$ cat config.mk
export PLATFORM = sky130hd
export DESIGN_NAME = utf8_name_validator_core
export DESIGN_NICKNAME = d
export VERILOG_FILES = /design/src/hdl/utf8nv_pkg.sv /design/src/hdl/utf8nv_step.sv /design/src/hdl/utf8_name_validator_core.sv
export VERILOG_INCLUDE_DIRS = /design/src /design/src/hdl
export SDC_FILE = /design/constraint.sdc
export NUM_CORES = 1
export LEC_CHECK = 0
export ABC_AREA = 0
export BUFFER_PORTS_ARGS = -buffer_cell sky130_fd_sc_hd__buf_2
export CORE_UTILIZATION = 50
export DETAILED_ROUTE_END_ITERATION = 10
export PLACE_DENSITY = 0.67
export REMOVE_ABC_BUFFERS = 1
export SLEW_MARGIN = 20
export SYNTH_ARGS = -nofsm -noshare
export SYNTH_HDL_FRONTEND = slang
export SYNTH_SLANG_ARGS = --single-unit
$ cat constraint.sdc
create_clock -name clock -period 3 [get_ports clock]
set_input_delay 0.6 -clock clock [delete_from_list [all_inputs] [get_ports clock]]
set_output_delay 0.6 -clock clock [all_outputs]
set_load 0.02 [all_outputs]
$ cat src/hdl/utf8_name_validator_core_defines.svh
// assertion macros used by the validator top level
`ifndef UTF8_NAME_VALIDATOR_CORE_DEFINES_SVH
`define UTF8_NAME_VALIDATOR_CORE_DEFINES_SVH

// same-cycle implication
`define UTF8NV_ASSERT_NOW(label, clk, rst, ante, cons) \
   label: assert property (@(posedge clk) disable iff (rst) (ante) |-> (cons)) \
      else $error("utf8nv check failed");

// next-cycle implication
`define UTF8NV_ASSERT_NEXT(label, clk, rst, ante, cons) \
   label: assert property (@(posedge clk) disable iff (rst) (ante) |=> (cons)) \
      else $error("utf8nv check failed");

`endif

$ cat src/hdl/utf8nv_pkg.sv
// types, constants and helper functions of the utf-8 name validator
`default_nettype none
package utf8nv_pkg;

   localparam int unsigned LenWidth   = 8;
   localparam int unsigned CountWidth = 9;
   localparam int unsigned CpWidth    = 21;

   localparam logic [LenWidth-1:0]   MaxLengthReset = 8'd48;
   localparam logic [CountWidth-1:0] CountSat       = 9'd511;

   localparam logic [7:0] AsciiDel   = 8'h7f;
   localparam logic [7:0] AsciiSpace = 8'h20;
   localparam logic [7:0] Lead2Lo    = 8'hc2;
   localparam logic [7:0] Lead2Hi    = 8'hdf;
   localparam logic [7:0] Lead3Lo    = 8'he0;
   localparam logic [7:0] Lead3Hi    = 8'hef;
   localparam logic [7:0] Lead4Lo    = 8'hf0;
   localparam logic [7:0] Lead4Hi    = 8'hf4;

   localparam logic [CpWidth-1:0] CpMax       = 21'h10ffff;
   localparam logic [CpWidth-1:0] SurrLo      = 21'h00d800;
   localparam logic [CpWidth-1:0] SurrHi      = 21'h00dfff;
   localparam logic [CpWidth-1:0] C1Lo        = 21'h000080;
   localparam logic [CpWidth-1:0] C1Hi        = 21'h00009f;
   localparam logic [CpWidth-1:0] Floor2      = 21'h000080;
   localparam logic [CpWidth-1:0] Floor3      = 21'h000800;
   localparam logic [CpWidth-1:0] Floor4      = 21'h010000;

   typedef enum logic [1:0] {
      CLS_NONE  = 2'd0,
      CLS_TWO   = 2'd1,
      CLS_THREE = 2'd2,
      CLS_FOUR  = 2'd3
   } seq_class_type;

   typedef struct packed {
      logic                  error_seen;
      logic [1:0]            pending;
      logic [CpWidth-1:0]    accum;
      seq_class_type         min_class;
      logic [CountWidth-1:0] byte_count;
   } utf8nv_state_type;

   typedef struct packed {
      logic ok_so_far;
      logic end_of_string;
      logic verdict;
   } utf8nv_result_type;

   function automatic logic code_point_bad(input logic [CpWidth-1:0] cp,
                                           input seq_class_type cls);
      logic [CpWidth-1:0] floor_cp;
      logic               bad;
      unique case (cls)
         CLS_TWO:   floor_cp = Floor2;
         CLS_THREE: floor_cp = Floor3;
         default:   floor_cp = Floor4;
      endcase
      bad = (cp < floor_cp) || (cp > CpMax)
         || ((cp >= SurrLo) && (cp <= SurrHi))
         || ((cp >= C1Lo) && (cp <= C1Hi));
      return bad;
   endfunction

endpackage
`default_nettype wire

$ cat src/hdl/utf8nv_step.sv
// per-byte utf-8 decode, length check and state update
`default_nettype none
module utf8nv_step
   import utf8nv_pkg::*;
(
   input  utf8nv_state_type    state,
   input  logic [7:0]          data_byte,
   input  logic                last,
   input  logic [LenWidth-1:0] max_length,
   output utf8nv_state_type    state_in,
   output utf8nv_result_type   result
);

   utf8nv_state_type   upd;
   logic [CpWidth-1:0] accum_shift;
   logic [1:0]         pending_dec;

   assign accum_shift = {state.accum[CpWidth-7:0], data_byte[5:0]};
   assign pending_dec = state.pending - 2'd1;

   always_comb begin
      upd = state;
      if (state.byte_count != CountSat) begin
         upd.byte_count = state.byte_count + 9'd1;
      end
      if (upd.byte_count > {1'b0, max_length}) begin
         upd.error_seen = 1'b1;
      end

      if (state.pending == 2'd0) begin
         priority if (!data_byte[7]) begin
            if ((data_byte < AsciiSpace) || (data_byte == AsciiDel)) begin
               upd.error_seen = 1'b1;
            end
         end else if ((data_byte >= Lead2Lo) && (data_byte <= Lead2Hi)) begin
            upd.pending   = 2'd1;
            upd.min_class = CLS_TWO;
            upd.accum     = {16'd0, data_byte[4:0]};
         end else if ((data_byte >= Lead3Lo) && (data_byte <= Lead3Hi)) begin
            upd.pending   = 2'd2;
            upd.min_class = CLS_THREE;
            upd.accum     = {17'd0, data_byte[3:0]};
         end else if ((data_byte >= Lead4Lo) && (data_byte <= Lead4Hi)) begin
            upd.pending   = 2'd3;
            upd.min_class = CLS_FOUR;
            upd.accum     = {18'd0, data_byte[2:0]};
         end else begin
            upd.error_seen = 1'b1;
         end
      end else if (data_byte[7:6] != 2'b10) begin
         // bad continuation abandons the open sequence
         upd.error_seen = 1'b1;
         upd.pending    = 2'd0;
         upd.accum      = '0;
         upd.min_class  = CLS_NONE;
      end else begin
         upd.accum   = accum_shift;
         upd.pending = pending_dec;
         if (pending_dec == 2'd0) begin
            if (code_point_bad(accum_shift, state.min_class)) begin
               upd.error_seen = 1'b1;
            end
            upd.accum     = '0;
            upd.min_class = CLS_NONE;
         end
      end

      if (last && (upd.pending != 2'd0)) begin
         upd.error_seen = 1'b1;
      end
   end

   assign result.ok_so_far     = !upd.error_seen;
   assign result.end_of_string = last;
   assign result.verdict       = last && !upd.error_seen;

   assign state_in = last ? '0 : upd;

endmodule
`default_nettype wire

$ cat src/hdl/utf8_name_validator_core.sv
// top level of the utf-8 display-name validator
// Streams a name one byte per beat (last byte flagged) and returns one result beat
// per byte: ok_so_far, an echo of last, and on the last byte the verdict for the whole
// string. Throughput is one byte per clock while the result side is not stalled; a
// byte is held in the input register once accepted, and its result is loaded into the
// output register that drives rsp_valid when the result side can take it. The rate is
// set by the per-byte decode state update, a combinational path from the state register
// back to itself. max_length (reset 48) may only be written while no string is in flight.
`default_nettype none
`include "utf8_name_validator_core_defines.svh"
module utf8_name_validator_core
   import utf8nv_pkg::*;
(
   input  logic                clock,
   input  logic                reset,
   input  logic                req_valid,
   output logic                req_ready,
   input  logic [7:0]          req_data_byte,
   input  logic                req_last,
   output logic                rsp_valid,
   input  logic                rsp_ready,
   output logic                rsp_ok_so_far,
   output logic                rsp_end_of_string,
   output logic                rsp_verdict,
   input  logic                csr_valid,
   output logic                csr_ready,
   input  logic [LenWidth-1:0] csr_max_length
);

   logic                in_valid_ff, in_valid_in;
   logic [7:0]          in_byte_ff;
   logic                in_last_ff;
   logic                rsp_valid_ff, rsp_valid_in;
   utf8nv_result_type   rsp_ff;
   logic [LenWidth-1:0] max_length_ff;
   utf8nv_state_type    state_ff, state_in;
   utf8nv_state_type    step_state;
   utf8nv_result_type   step_result;
   logic                advance;
   logic                req_take;

   assign advance   = in_valid_ff && (!rsp_valid_ff || rsp_ready);
   assign req_ready = !in_valid_ff || advance;
   assign req_take  = req_valid && req_ready;
   assign csr_ready = 1'b1;

   assign in_valid_in  = req_take || (in_valid_ff && !advance);
   assign rsp_valid_in = advance || (rsp_valid_ff && !rsp_ready);
   assign state_in     = advance ? step_state : state_ff;

   utf8nv_step u_step (
      .state      (state_ff),
      .data_byte  (in_byte_ff),
      .last       (in_last_ff),
      .max_length (max_length_ff),
      .state_in   (step_state),
      .result     (step_result)
   );

   always_ff @(posedge clock) begin
      if (reset) begin
         in_valid_ff   <= 1'b0;
         rsp_valid_ff  <= 1'b0;
         state_ff      <= '0;
         max_length_ff <= MaxLengthReset;
      end else begin
         in_valid_ff  <= in_valid_in;
         rsp_valid_ff <= rsp_valid_in;
         state_ff     <= state_in;
         if (csr_valid) begin
            max_length_ff <= csr_max_length;
         end
      end
   end

   // payload registers
   always_ff @(posedge clock) begin
      if (req_take) begin
         in_byte_ff <= req_data_byte;
         in_last_ff <= req_last;
      end
      if (advance) begin
         rsp_ff <= step_result;
      end
   end

   assign rsp_valid         = rsp_valid_ff;
   assign rsp_ok_so_far     = rsp_ff.ok_so_far;
   assign rsp_end_of_string = rsp_ff.end_of_string;
   assign rsp_verdict       = rsp_ff.verdict;

   `UTF8NV_ASSERT_NOW(a_verdict_implies_ok, clock, reset, rsp_valid_ff && rsp_ff.verdict, rsp_ff.end_of_string && rsp_ff.ok_so_far)
   `UTF8NV_ASSERT_NEXT(a_state_clear_after_last, clock, reset, advance && in_last_ff, state_ff == '0)
   `UTF8NV_ASSERT_NEXT(a_error_sticky, clock, reset, state_ff.error_seen && !(advance && in_last_ff), state_ff.error_seen)
   `UTF8NV_ASSERT_NOW(a_pending_has_class, clock, reset, state_ff.pending != 2'd0, state_ff.min_class != CLS_NONE)

endmodule
`default_nettype wire
==> results.sh, run 1 <==
export IMPL_outcome="finished clean"
export IMPL_crit_fanout=6
export IMPL_overflow=0
export IMPL_hold_path_class="in2reg"
export IMPL_vias=2216
export IMPL_skew_ps=14.4
export IMPL_synth_compound_area_share_pct=16.3
export IMPL_synth_top_family_by_area="simple AND/OR/NAND/NOR gates"
export IMPL_ys_flop_type="dfxtp_1"
export IMPL_peakVddDrop_v=0.000283
export IMPL_syn_area_um2=2650
export IMPL_initial_core_util_pct=52.0
export IMPL_mostFrequentLayoutCells="38 x dfxtp_1, 26 x buf_2, 24 x nor2_1"
export IMPL_cts_made_buffers=5
export IMPL_postSynthAreaPerCell_um2=8.94
export IMPL_cts_tree="built"
export IMPL_cp_buffers_inverters=0
export IMPL_rsz0062_at_grt="no"
export IMPL_ys_ff_latch=51
export IMPL_area_delta_synth_final_pct=11.5
export IMPL_nets=358
export IMPL_setup_tns_ps=0
export IMPL_avgRoutedWirePerCell_um=14.1
export IMPL_finalMaxSlewViolations=0
export IMPL_hold_viol=0
export IMPL_ant_nets=0
export IMPL_synth_simple_gate_area_share_pct=23.0
export IMPL_timing_hold_ws_ps=449
export IMPL_ys_async_sr_fraction_pct=0
export IMPL_yosys_cell_types_count=56
export IMPL_pre_cts_ws_ps=51.3
export IMPL_whs_path_depth=1
export IMPL_synth_adder_area_share_pct=7.07
export IMPL_hp_start="req_data_byte[0]"
export IMPL_net_switching_power_w=0.000331
export IMPL_drc_errors=0
export IMPL_period_needed_ps=2830
export IMPL_cellPowerDensity_nw_per_um2=459
export IMPL_synth_edf_count=12
export IMPL_reg2reg_setup_slack_ps=170
export IMPL_place_congestion=0.849
export IMPL_final_common_cell="dfxtp_1"
export IMPL_worstPathArrival_ps=2910
export IMPL_crit_slowest_cell="dfxtp_2"
export IMPL_fin_crit_sh_pct=94.2
export IMPL_pwr_share_seq_pct=54.9
export IMPL_io_pins=28
export IMPL_synth_area_mux_share_pct=3.49
export IMPL_clk_pin_slew_worst_paths_ps=100
export IMPL_worstHoldEndpoint="in_byte_ff[0]$_DFFE_PP_"
export IMPL_share_comb_of_total_power_pct=9.3
export IMPL_r2r_cells=12
export IMPL_detail_route_vias_per_cell=5.65
export IMPL_critPathMostFrequentCell="nand4_1"
export IMPL_cts_buffer_depth=2
export IMPL_worstSetupStartpointType="register"
export IMPL_clock_power_share_pct=35.8
export IMPL_drive_above_1_share_pct=16.5
export IMPL_clkSinkCount=51
export IMPL_crit_path_end_kind="register"
export IMPL_fillers=465
export IMPL_drt_iter0_drc=72
export IMPL_root_buffer="clkbuf_8"
export IMPL_die_h_um=74.9
export IMPL_p_leak_nw=1.19
export IMPL_rows=26
export IMPL_r2r_start="state_ff[1]$_SDFFE_PP0P_"
export IMPL_register_area_um2=1140
export IMPL_cp_cell_sequence="ha_2, and2_1, nand4_1, and4_4, xor2_1, ha_1, nand4_1, o221ai_1, a41oi_1, o21ai_1, a21oi_1, and3_1"
export IMPL_grt_max_degree=25
export IMPL_ctsHoldBuffers=0
export IMPL_cts_max_level=2
export IMPL_coreArea_um2=5110
export IMPL_fin_area_um2=2960
export IMPL_finalSetupViolations=0
export IMPL_multi_input_area_um2=1370
export IMPL_wl_um=5550
export IMPL_postSynthCellCount=297
export IMPL_clock_latency_ps=320
export IMPL_grt_pass1_wl_um=9130
export IMPL_design_power_total_w=0.00136
export IMPL_synthXorXnorAreaFrac_pct=1.65
export IMPL_crit_path_max_incr_delay_ps=390
export IMPL_required_ps=3090
export IMPL_ys_warnings_count=0
export IMPL_die_w_um=74.9
export IMPL_die_area_um2=5600
export IMPL_fmax_ghz=0.354
export IMPL_placed_cell_area_um2=2840
export IMPL_fin_ws_ps=175
export IMPL_swShare_pct=24.4
export IMPL_crit_type="reg2reg"
export IMPL_rr_endpoint="rsp_verdict$_DFFE_PP_"
export IMPL_antenna_cells=0
export IMPL_grt_pass1_vias=2009
export IMPL_place_hpwl_um=4030
export IMPL_grt_use_total_pct=21.4
export IMPL_p_int_w=0.00103
export IMPL_drv_cap=0
export IMPL_antenna_found_initial=0
export IMPL_dr_pass1_iters=4
export IMPL_post_cts_setup_buffers=0
export IMPL_critPathTopFamily="simple AND/OR/NAND/NOR gates"
export IMPL_port_buffers=26
export IMPL_ys_seq_area_share_pct=43.0
==> state kept, by name, summed over array words and instances (netlist names) <==
register and flops:
in_last_ff 1, in_valid_ff 1, max_length_ff 8, in_byte_ff 8, rsp_end_of_string 1, rsp_valid 1
state_ff 29, rsp_verdict 1, rsp_ok_so_far 1
==> per-stage QoR <==
stage | utilization [%] | std cells
2_1_floorplan | - | 283
3_3_place_gp | 55.5 | 384
3_5_place_dp | 55.5 | 384
4_1_cts | 57.7 | 392
5_1_grt | 57.9 | 392
6_report | 57.9 | 392
==> power by group through the flow <==
stage / logic, W / registers (W) / clock network, W
2_1_floorplan: 0.0000758 / 0.000760 / 0
4_1_cts: 0.000128 / 0.000745 / 0.000498
5_1_grt: 0.000143 / 0.000749 / 0.000521
6_report: 0.000127 / 0.000746 / 0.000486
3_3_place_gp: 0.000125 / 0.000761 / 0
3_5_place_dp: 0.000128 / 0.000761 / 0
==> logic make-up after synthesis <==
| group | Yosys count |
|---|---|
| AO/OA/AOI/OAI | 67 |
| other | 1 |
| AND/OR/NAND/NOR | 116 |
| buffers and inverters | 33 |
| XOR/XNOR | 5 |
| adder cells (fa/ha/maj) | 15 |
| multiplexers | 9 |
| flip-flops | 51 |
==> metal layers <==
layer	share of wire (%)	GRT usage, %
met1	48	28.5
met2	46	34.7
met3	5.0	4.42
met4	1.2	7.34
met5	0	0
==> timing repair <==
| item | 4_1_cts | 5_1_grt |
|---|---|---|
| setup endpoints to repair | 1 | 2 |
| gates resized for setup | 1 | 4 |
| cloned | 0 | 0 |
| pin swaps | 0 | 2 |
==> Yosys cell counts, types with 4 or more instances <==
cell       n  area share [%]
dfxtp_1   39              29
nor2_1    24             3.4
a21oi_1   22             4.1
nand2_1   21             3.0
nand3_1   19             3.6
inv_1     18             2.5
ha_1      15             7.1
edfxtp_1  12              14
o21ai_0   11             2.1
nor3_1     9             1.7
a22oi_1    7             2.0
clkbuf_1   7            0.99
mux2i_1    7             2.6
nand4_1    7             1.7
and2_1     6             1.4
and3_1     6             1.4
a31oi_1    4            0.94
buf_2      4            0.75
nand2b_1   4            0.94
xnor2_1    4             1.3
==> final cells by class <==
class | instances | area share, %
Inverter | 19 | 2.41
Tap cell | 70 | 2.96
Clock buffer | 5 | 2.33
Sequential cell | 51 | 38.6
Multi-Input combinational cell | 213 | 46.4
Clock inverter | 3 | 1.48
Timing Repair Buffer | 31 | 5.79
==> worst max path at each step <==
stage,start,end,slack (ps),cells past startpoint
after global routing,state_ff[1]$_SDFFE_PP0P_,rsp_verdict$_DFFE_PP_,8,12
after CTS,state_ff[1]$_SDFFE_PP0P_,rsp_verdict$_DFFE_PP_,80,12
after detailed placement,state_ff[1]$_SDFFE_PP0P_,rsp_verdict$_DFFE_PP_,50,12
final,state_ff[1]$_SDFFE_PP0P_,rsp_verdict$_DFFE_PP_,170,12
after global placement,state_ff[1]$_SDFFE_PP0P_,rsp_verdict$_DFFE_PP_,140,12
after floorplan,state_ff[0]$_SDFFE_PP0P_,rsp_verdict$_DFFE_PP_,70,12
Note: power is estimated with default switching activity, not from simulation.
==> run 2, diff against run 1 <==
--- a/config.mk
+++ b/config.mk
@@ -8,9 +8,11 @@
 export LEC_CHECK = 0
 export ABC_AREA = 0
 export BUFFER_PORTS_ARGS = -buffer_cell sky130_fd_sc_hd__buf_2
-export CORE_UTILIZATION = 50
+export CELL_PAD_IN_SITES_DETAIL_PLACEMENT = 2
+export CELL_PAD_IN_SITES_GLOBAL_PLACEMENT = 2
+export CORE_UTILIZATION = 36
 export DETAILED_ROUTE_END_ITERATION = 10
-export PLACE_DENSITY = 0.67
+export PLACE_DENSITY = 0.76
 export REMOVE_ABC_BUFFERS = 1
 export SLEW_MARGIN = 20
 export SYNTH_ARGS = -nofsm -noshare
==> constraint.sdc (replaced) <==
create_clock -name clock -period 2.9 [get_ports clock]
set_input_delay 0.58 -clock clock [delete_from_list [all_inputs] [get_ports clock]]
set_output_delay 0.58 -clock clock [all_outputs]
set_load 0.02 [all_outputs]
==> results.sh, run 2 (synthesis gave the netlist of run 1 again) <==
export IMPL_share_comb_of_total_power_pct=10.9
export IMPL_ant_nets=0
export IMPL_dr_pass1_iters=4
export IMPL_outcome="finished clean"
export IMPL_largestRegisters="state_ff (29), in_byte_ff (8), max_length_ff (8)"
export IMPL_cts_made_buffers=5
export IMPL_rows=30
export IMPL_die_h_um=87.9
export IMPL_crit_path_end_kind="register"
export IMPL_initial_core_util_pct=38.2
export IMPL_antenna_found_initial=0
export IMPL_area_delta_synth_final_pct=15.4
export IMPL_cellPowerDensity_nw_per_um2=431
export IMPL_required_ps=2970
export IMPL_die_w_um=87.9
export IMPL_place_congestion=0.818
export IMPL_wl_um=7470
export IMPL_grt_pass1_vias=2413
export IMPL_coreArea_um2=6940
export IMPL_finalSetupViolations=0
export IMPL_net_switching_power_w=0.000341
export IMPL_clock_latency_ps=300
export IMPL_drt_iter0_drc=77
export IMPL_p_leak_nw=1.22
export IMPL_worstPathArrival_ps=2800
export IMPL_mostFrequentLayoutCells="34 x dfxtp_1, 26 x buf_2, 24 x nor2_1"
export IMPL_hold_path_class="in2reg"
export IMPL_grt_max_degree=21
export IMPL_fmax_ghz=0.366
export IMPL_clkSinkCount=51
export IMPL_crit_fanout=4
export IMPL_cp_cell_sequence="ha_4, and2_4, nand4_1, buf_4, mux2_2, ha_1, nand4_1, o221ai_2, a41oi_1, o21ai_1, a21oi_1, and3_1"
export IMPL_tightest_slew_ps=595
export IMPL_overflow=0
export IMPL_period_needed_ps=2740
export IMPL_clock_power_share_pct=30.5
export IMPL_drive_above_1_share_pct=20.4
export IMPL_crit_path_max_incr_delay_ps=370
export IMPL_port_buffers=26
export IMPL_slew_headroom_pct=60.3
export IMPL_crit_type="reg2reg"
export IMPL_swShare_pct=25.8
export IMPL_critPathMostFrequentCell="nand4_1"
export IMPL_grt_pass1_wl_um=12000
export IMPL_placed_cells=413
export IMPL_root_buffer="clkbuf_8"
export IMPL_cts_tree="built"
export IMPL_fin_util_pct=44.1
export IMPL_final_common_cell="dfxtp_1"
export IMPL_skew_ps=8.69
export IMPL_drc_errors=0
export IMPL_clk_pin_slew_worst_paths_ps=90
export IMPL_largest_register_ff_count=29
export IMPL_top_register="state_ff"
export IMPL_pwr_share_seq_pct=58.6
export IMPL_detail_route_vias_per_cell=5.43
export IMPL_finalMaxSlewViolations=0
export IMPL_p_int_w=0.000979
export IMPL_hold_viol=0
export IMPL_critPathTopFamily="simple AND/OR/NAND/NOR gates"
export IMPL_layout_cells_non_filler=425
export IMPL_io_pins=28
export IMPL_antenna_cells=0
export IMPL_die_area_um2=7720
export IMPL_cts_buffer_depth=2
export IMPL_place_hpwl_um=5530
export IMPL_fin_crit_sh_pct=94.3
export IMPL_cts_max_level=2
export IMPL_avgRoutedWirePerCell_um=17.6
export IMPL_vias=2306
export IMPL_peakVddDrop_v=0.000256
export IMPL_worstSetupStartpointType="register"
export IMPL_crit_slowest_cell="dfxtp_2"
export IMPL_cp_buffers_inverters=1
export IMPL_nets=365
export IMPL_drv_cap=0
export IMPL_grt_use_total_pct=20.4
==> run 2: cell count changes in the layout (fill, tap and decap cells not counted), moves of 2 or more <==
| cell | previous run | this run |
|---|---|---|
| ha_4 | 0 | 2 |
| dfxtp_2 | 1 | 5 |
| buf_4 | 4 | 11 |
| dfxtp_1 | 38 | 34 |
| clkbuf_1 | 0 | 2 |
==> run 2: final cells by class <==
type / instances / area, um^2
tap: 96 / 120
sequential: 51 / 1150
clock buffer: 7 / 76.3
fill: 751 / 3880
multi-input combinational: 213 / 1420
timing repair buffer: 38 / 224
clock inverter: 1 / 5.00
inverter: 19 / 71.3
==> run 2: stage by stage <==
| step | hold slack (ps) | area (um^2) | setup WS [ps] | TNS (ps) | total power [W] |
|---|---|---|---|---|---|
| 6_report | 451 | 3060 | 165 | 0 | 0.00132 |
| 5_1_grt | 444 | 3060 | -15.1 | -15.1 | 0.00138 |
| 4_1_cts | 441 | 2980 | 19.5 | 0 | 0.00134 |
| 3_5_place_dp | 475 | 2890 | -72.4 | -117 | 0.000931 |
| 3_3_place_gp | 455 | 2890 | 164 | 0 | 0.000924 |
| 2_1_floorplan | 433 | 2580 | -34.2 | -42.3 | 0.000864 |
==> run 2: timing repair <==
| item | 4_1_cts | 5_1_grt |
|---|---|---|
| cloned | 0 | 0 |
| endpoints found under the hold margin | 0 | 0 |
| pin swaps | 0 | 7 |
| buffers inserted | 0 | 4 |
| resized for setup | 3 | 12 |
| setup endpoints to repair | 2 | 3 |
| hold buffers | 0 | 0 |
==> run 2: power by group through the flow <==
stage / Clock [W] / Sequential, W / Combinational (W)
after global placement: 0 / 0.000789 / 0.000136
after global routing: 0.000441 / 0.000778 / 0.000160
after CTS: 0.000423 / 0.000774 / 0.000143
final: 0.000402 / 0.000774 / 0.000144
after detailed placement: 0 / 0.000790 / 0.000141
after floorplan: 0 / 0.000786 / 0.0000784
==> run 2: path summary, 6_finish.rpt <==
path | start | endpoint | slack [ps] | depth (start not counted)
worst max register to register | state_ff[0]$_SDFFE_PP0P_ | rsp_verdict$_DFFE_PP_ | 160 | 12
worst max-delay path | state_ff[0]$_SDFFE_PP0P_ | rsp_verdict$_DFFE_PP_ | 160 | 12
worst min register to register | state_ff[22]$_SDFFE_PP0P_ | state_ff[22]$_SDFFE_PP0P_ | 490 | 2
worst min-delay path | req_data_byte[3] | in_byte_ff[3]$_DFFE_PP_ | 450 | 1
==> run 2: worst reg2reg max path, delay by kind of cell (launching register included) <==
family | cells | cell delay, ps
simple gates | 4 | 650
compound gates | 4 | 540
fa+ha+maj | 2 | 440
flops | 1 | 370
mux | 1 | 290
buf+inv | 1 | 210
==> run 2: per-layer routing <==
metal | wire (um) | vias to the layer above | track usage (%)
met4 | 62 | 0 | 4.77
li1 | - | 1138 | -
met3 | 152 | 6 | 3.02
met2 | 3580 | 35 | 34.2
met5 | 0 | - | 0
met1 | 3670 | 1127 | 27.6
==> run 3, diff against run 2 <==
--- a/config.mk
+++ b/config.mk
@@ -10,9 +10,9 @@
 export BUFFER_PORTS_ARGS = -buffer_cell sky130_fd_sc_hd__buf_2
 export CELL_PAD_IN_SITES_DETAIL_PLACEMENT = 2
 export CELL_PAD_IN_SITES_GLOBAL_PLACEMENT = 2
-export CORE_UTILIZATION = 36
+export CORE_UTILIZATION = 32
 export DETAILED_ROUTE_END_ITERATION = 10
-export PLACE_DENSITY = 0.76
+export PLACE_DENSITY = 0.71
 export REMOVE_ABC_BUFFERS = 1
 export SLEW_MARGIN = 20
 export SYNTH_ARGS = -nofsm -noshare
==> constraint.sdc (replaced) <==
create_clock -name clock -period 2.4 [get_ports clock]
set_input_delay 0.48 -clock clock [delete_from_list [all_inputs] [get_ports clock]]
set_output_delay 0.48 -clock clock [all_outputs]
set_load 0.02 [all_outputs]
==> results.sh, run 3 (synthesis gave the netlist of run 1 again) <==
export IMPL_clock_latency_ps=310
export IMPL_cts_made_buffers=5
export IMPL_worstSetupStartpointType="register"
export IMPL_hold_viol=0
export IMPL_largestRegisters="state_ff (29), in_byte_ff (8), max_length_ff (8)"
export IMPL_vias=2505
export IMPL_whs_path_depth=1
export IMPL_layout_cells_non_filler=456
export IMPL_grt_use_total_pct=21.0
export IMPL_reg2reg_setup_slack_ps=-270
export IMPL_p_leak_nw=1.36
export IMPL_rsz0062_at_grt="yes"
export IMPL_period_needed_ps=2670
export IMPL_drive_above_1_share_pct=28.2
export IMPL_worstPathArrival_ps=2860
export IMPL_cts_buffer_depth=2
export IMPL_grt_pass1_wl_um=14000
export IMPL_detail_route_vias_per_cell=5.49
export IMPL_swShare_pct=26.4
export IMPL_mostFrequentLayoutCells="37 x dfxtp_1, 36 x buf_4, 26 x buf_2"
export IMPL_cellPowerDensity_nw_per_um2=521
export IMPL_share_comb_of_total_power_pct=11.6
export IMPL_dr_pass1_iters=4
export IMPL_root_buffer="clkbuf_8"
export IMPL_overflow=0
export IMPL_wl_um=8930
export IMPL_crit_slowest_cell="dfxtp_4"
export IMPL_area_delta_synth_final_pct=26.0
export IMPL_grt_pass1_vias=2709
export IMPL_outcome="finished with violations"
export IMPL_cp_cell_sequence="ha_4, and2_4, nand4_1, buf_4, nand4_1, xnor2_1, ha_1, buf_6, nand3_2, nor3_2, o21ai_2, buf_4, a32oi_2, nand2_1"
export IMPL_rr_endpoint="state_ff[34]$_SDFFE_PP0P_"
export IMPL_top_register="state_ff"
export IMPL_ctsHoldBuffers=0
export IMPL_fin_crit_sh_pct=111
export IMPL_clkSinkCount=51
export IMPL_tightest_slew_ps=518
export IMPL_ant_nets=0
export IMPL_antenna_cells=0
export IMPL_place_hpwl_um=5800
export IMPL_nets=390
export IMPL_io_pins=28
export IMPL_cts_max_level=2
export IMPL_hold_path_class="in2reg"
export IMPL_die_area_um2=8660
export IMPL_r2r_cells=14
export IMPL_crit_path_max_incr_delay_ps=370
export IMPL_finalMaxSlewViolations=0
export IMPL_initial_core_util_pct=33.6
export IMPL_grt_max_degree=25
export IMPL_required_ps=2600
export IMPL_p_int_w=0.00128
export IMPL_crit_path_end_kind="register"
export IMPL_cts_tree="built"
export IMPL_port_buffers=26
export IMPL_pwr_share_seq_pct=53.5
export IMPL_violations="setup timing"
export IMPL_peakVddDrop_v=0.000181
export IMPL_crit_type="reg2reg"
export IMPL_fmax_ghz=0.375
export IMPL_final_common_cell="dfxtp_1"
export IMPL_die_h_um=93.1
export IMPL_finalSetupViolations=4
export IMPL_setup_tns_ps=-977
export IMPL_crit_fanout=5
export IMPL_skew_ps=8.28
export IMPL_avgRoutedWirePerCell_um=19.6
export IMPL_fin_ws_ps=-266
export IMPL_largest_register_ff_count=29
export IMPL_drt_iter0_drc=93
export IMPL_hp_start="req_data_byte[4]"
export IMPL_drv_cap=0
export IMPL_worstHoldEndpoint="in_byte_ff[4]$_DFFE_PP_"
export IMPL_coreArea_um2=7890
export IMPL_place_congestion=0.770
export IMPL_drc_errors=0
export IMPL_antenna_found_initial=0
export IMPL_net_switching_power_w=0.000461
export IMPL_placed_cells=434
export IMPL_clock_power_share_pct=35.0
export IMPL_rows=32
export IMPL_die_w_um=93.1
export IMPL_clk_pin_slew_worst_paths_ps=100
export IMPL_r2r_start="state_ff[0]$_SDFFE_PP0P_"
export IMPL_slew_headroom_pct=65.5
export IMPL_fin_util_pct=42.4
run 3: power groups by stage:
stage	Combinational, W	Sequential, W	Clock [W]
2_1_floorplan	0.0000948	0.000949	0
3_3_place_gp	0.000170	0.000948	0
3_5_place_dp	0.000179	0.000950	0
4_1_cts	0.000188	0.000932	0.000622
5_1_grt	0.000221	0.000935	0.000653
6_report	0.000201	0.000932	0.000610
run 3: per-stage QoR:
| step | area, um^2 | hold WS [ps] | setup WS, ps | total power (W) |
|---|---|---|---|---|
| floorplan | 2580 | 433 | -534 | 0.00104 |
| global placement | 3010 | 456 | -333 | 0.00112 |
| detailed placement | 3010 | 466 | -490 | 0.00113 |
| CTS | 3270 | 329 | -259 | 0.00174 |
| global route | 3340 | 326 | -410 | 0.00181 |
| finish | 3340 | 336 | -266 | 0.00174 |
run 3: repair_timing:
| item | 4_1_cts | 5_1_grt |
|---|---|---|
| setup buffers | 13 | 2 |
| setup endpoints to repair | 3 | 4 |
| gates cloned | 0 | 0 |
| endpoints found under the hold margin | 0 | 0 |
| pin swaps | 11 | 7 |
| gates resized for setup | 11 | 13 |
run 3: how the worst max path moves through the flow:
stage	from	endpoint	slack, ps	cells after the start
2_1_floorplan	state_ff[0]$_SDFFE_PP0P_	rsp_verdict$_DFFE_PP_	-530	12
3_3_place_gp	state_ff[0]$_SDFFE_PP0P_	rsp_verdict$_DFFE_PP_	-330	12
3_5_place_dp	state_ff[1]$_SDFFE_PP0P_	rsp_verdict$_DFFE_PP_	-490	12
4_1_cts	state_ff[0]$_SDFFE_PP0P_	rsp_verdict$_DFFE_PP_	-260	12
5_1_grt	state_ff[0]$_SDFFE_PP0P_	rsp_verdict$_DFFE_PP_	-410	12
6_report	state_ff[0]$_SDFFE_PP0P_	state_ff[34]$_SDFFE_PP0P_	-270	14
run 3: worst max-delay path: cells and delay by family, from the launching register on:
family,cells,cell delay [ps]
flip-flops,1,370
AND/OR/NAND/NOR,6,790
XOR/XNOR,1,170
adder cells (fa/ha/maj),2,490
buffers and inverters,3,470
AO/OA/AOI/OAI,2,270
run 3: per-layer routing:
| metal | vias to the layer above | global-route usage [%] | share of wire [%] |
|---|---|---|---|
| met5 | - | 0 | 0 |
| met4 | 0 | 5.38 | 2.0 |
| met3 | 16 | 3.09 | 1.6 |
| met2 | 38 | 36.8 | 50 |
| met1 | 1270 | 26.8 | 46 |
| li1 | 1181 | - | - |
run 3: area by class of cell:
| cell class | instances | area, um^2 |
|---|---|---|
| clock inverters | 1 | 5.00 |
| inverters | 19 | 71.3 |
| well taps | 102 | 128 |
| clock buffers | 7 | 108 |
| fillers | 884 | 4540 |
| repair buffers | 63 | 412 |
| multi-input cells | 213 | 1470 |
| flip-flops and latches | 51 | 1150 |
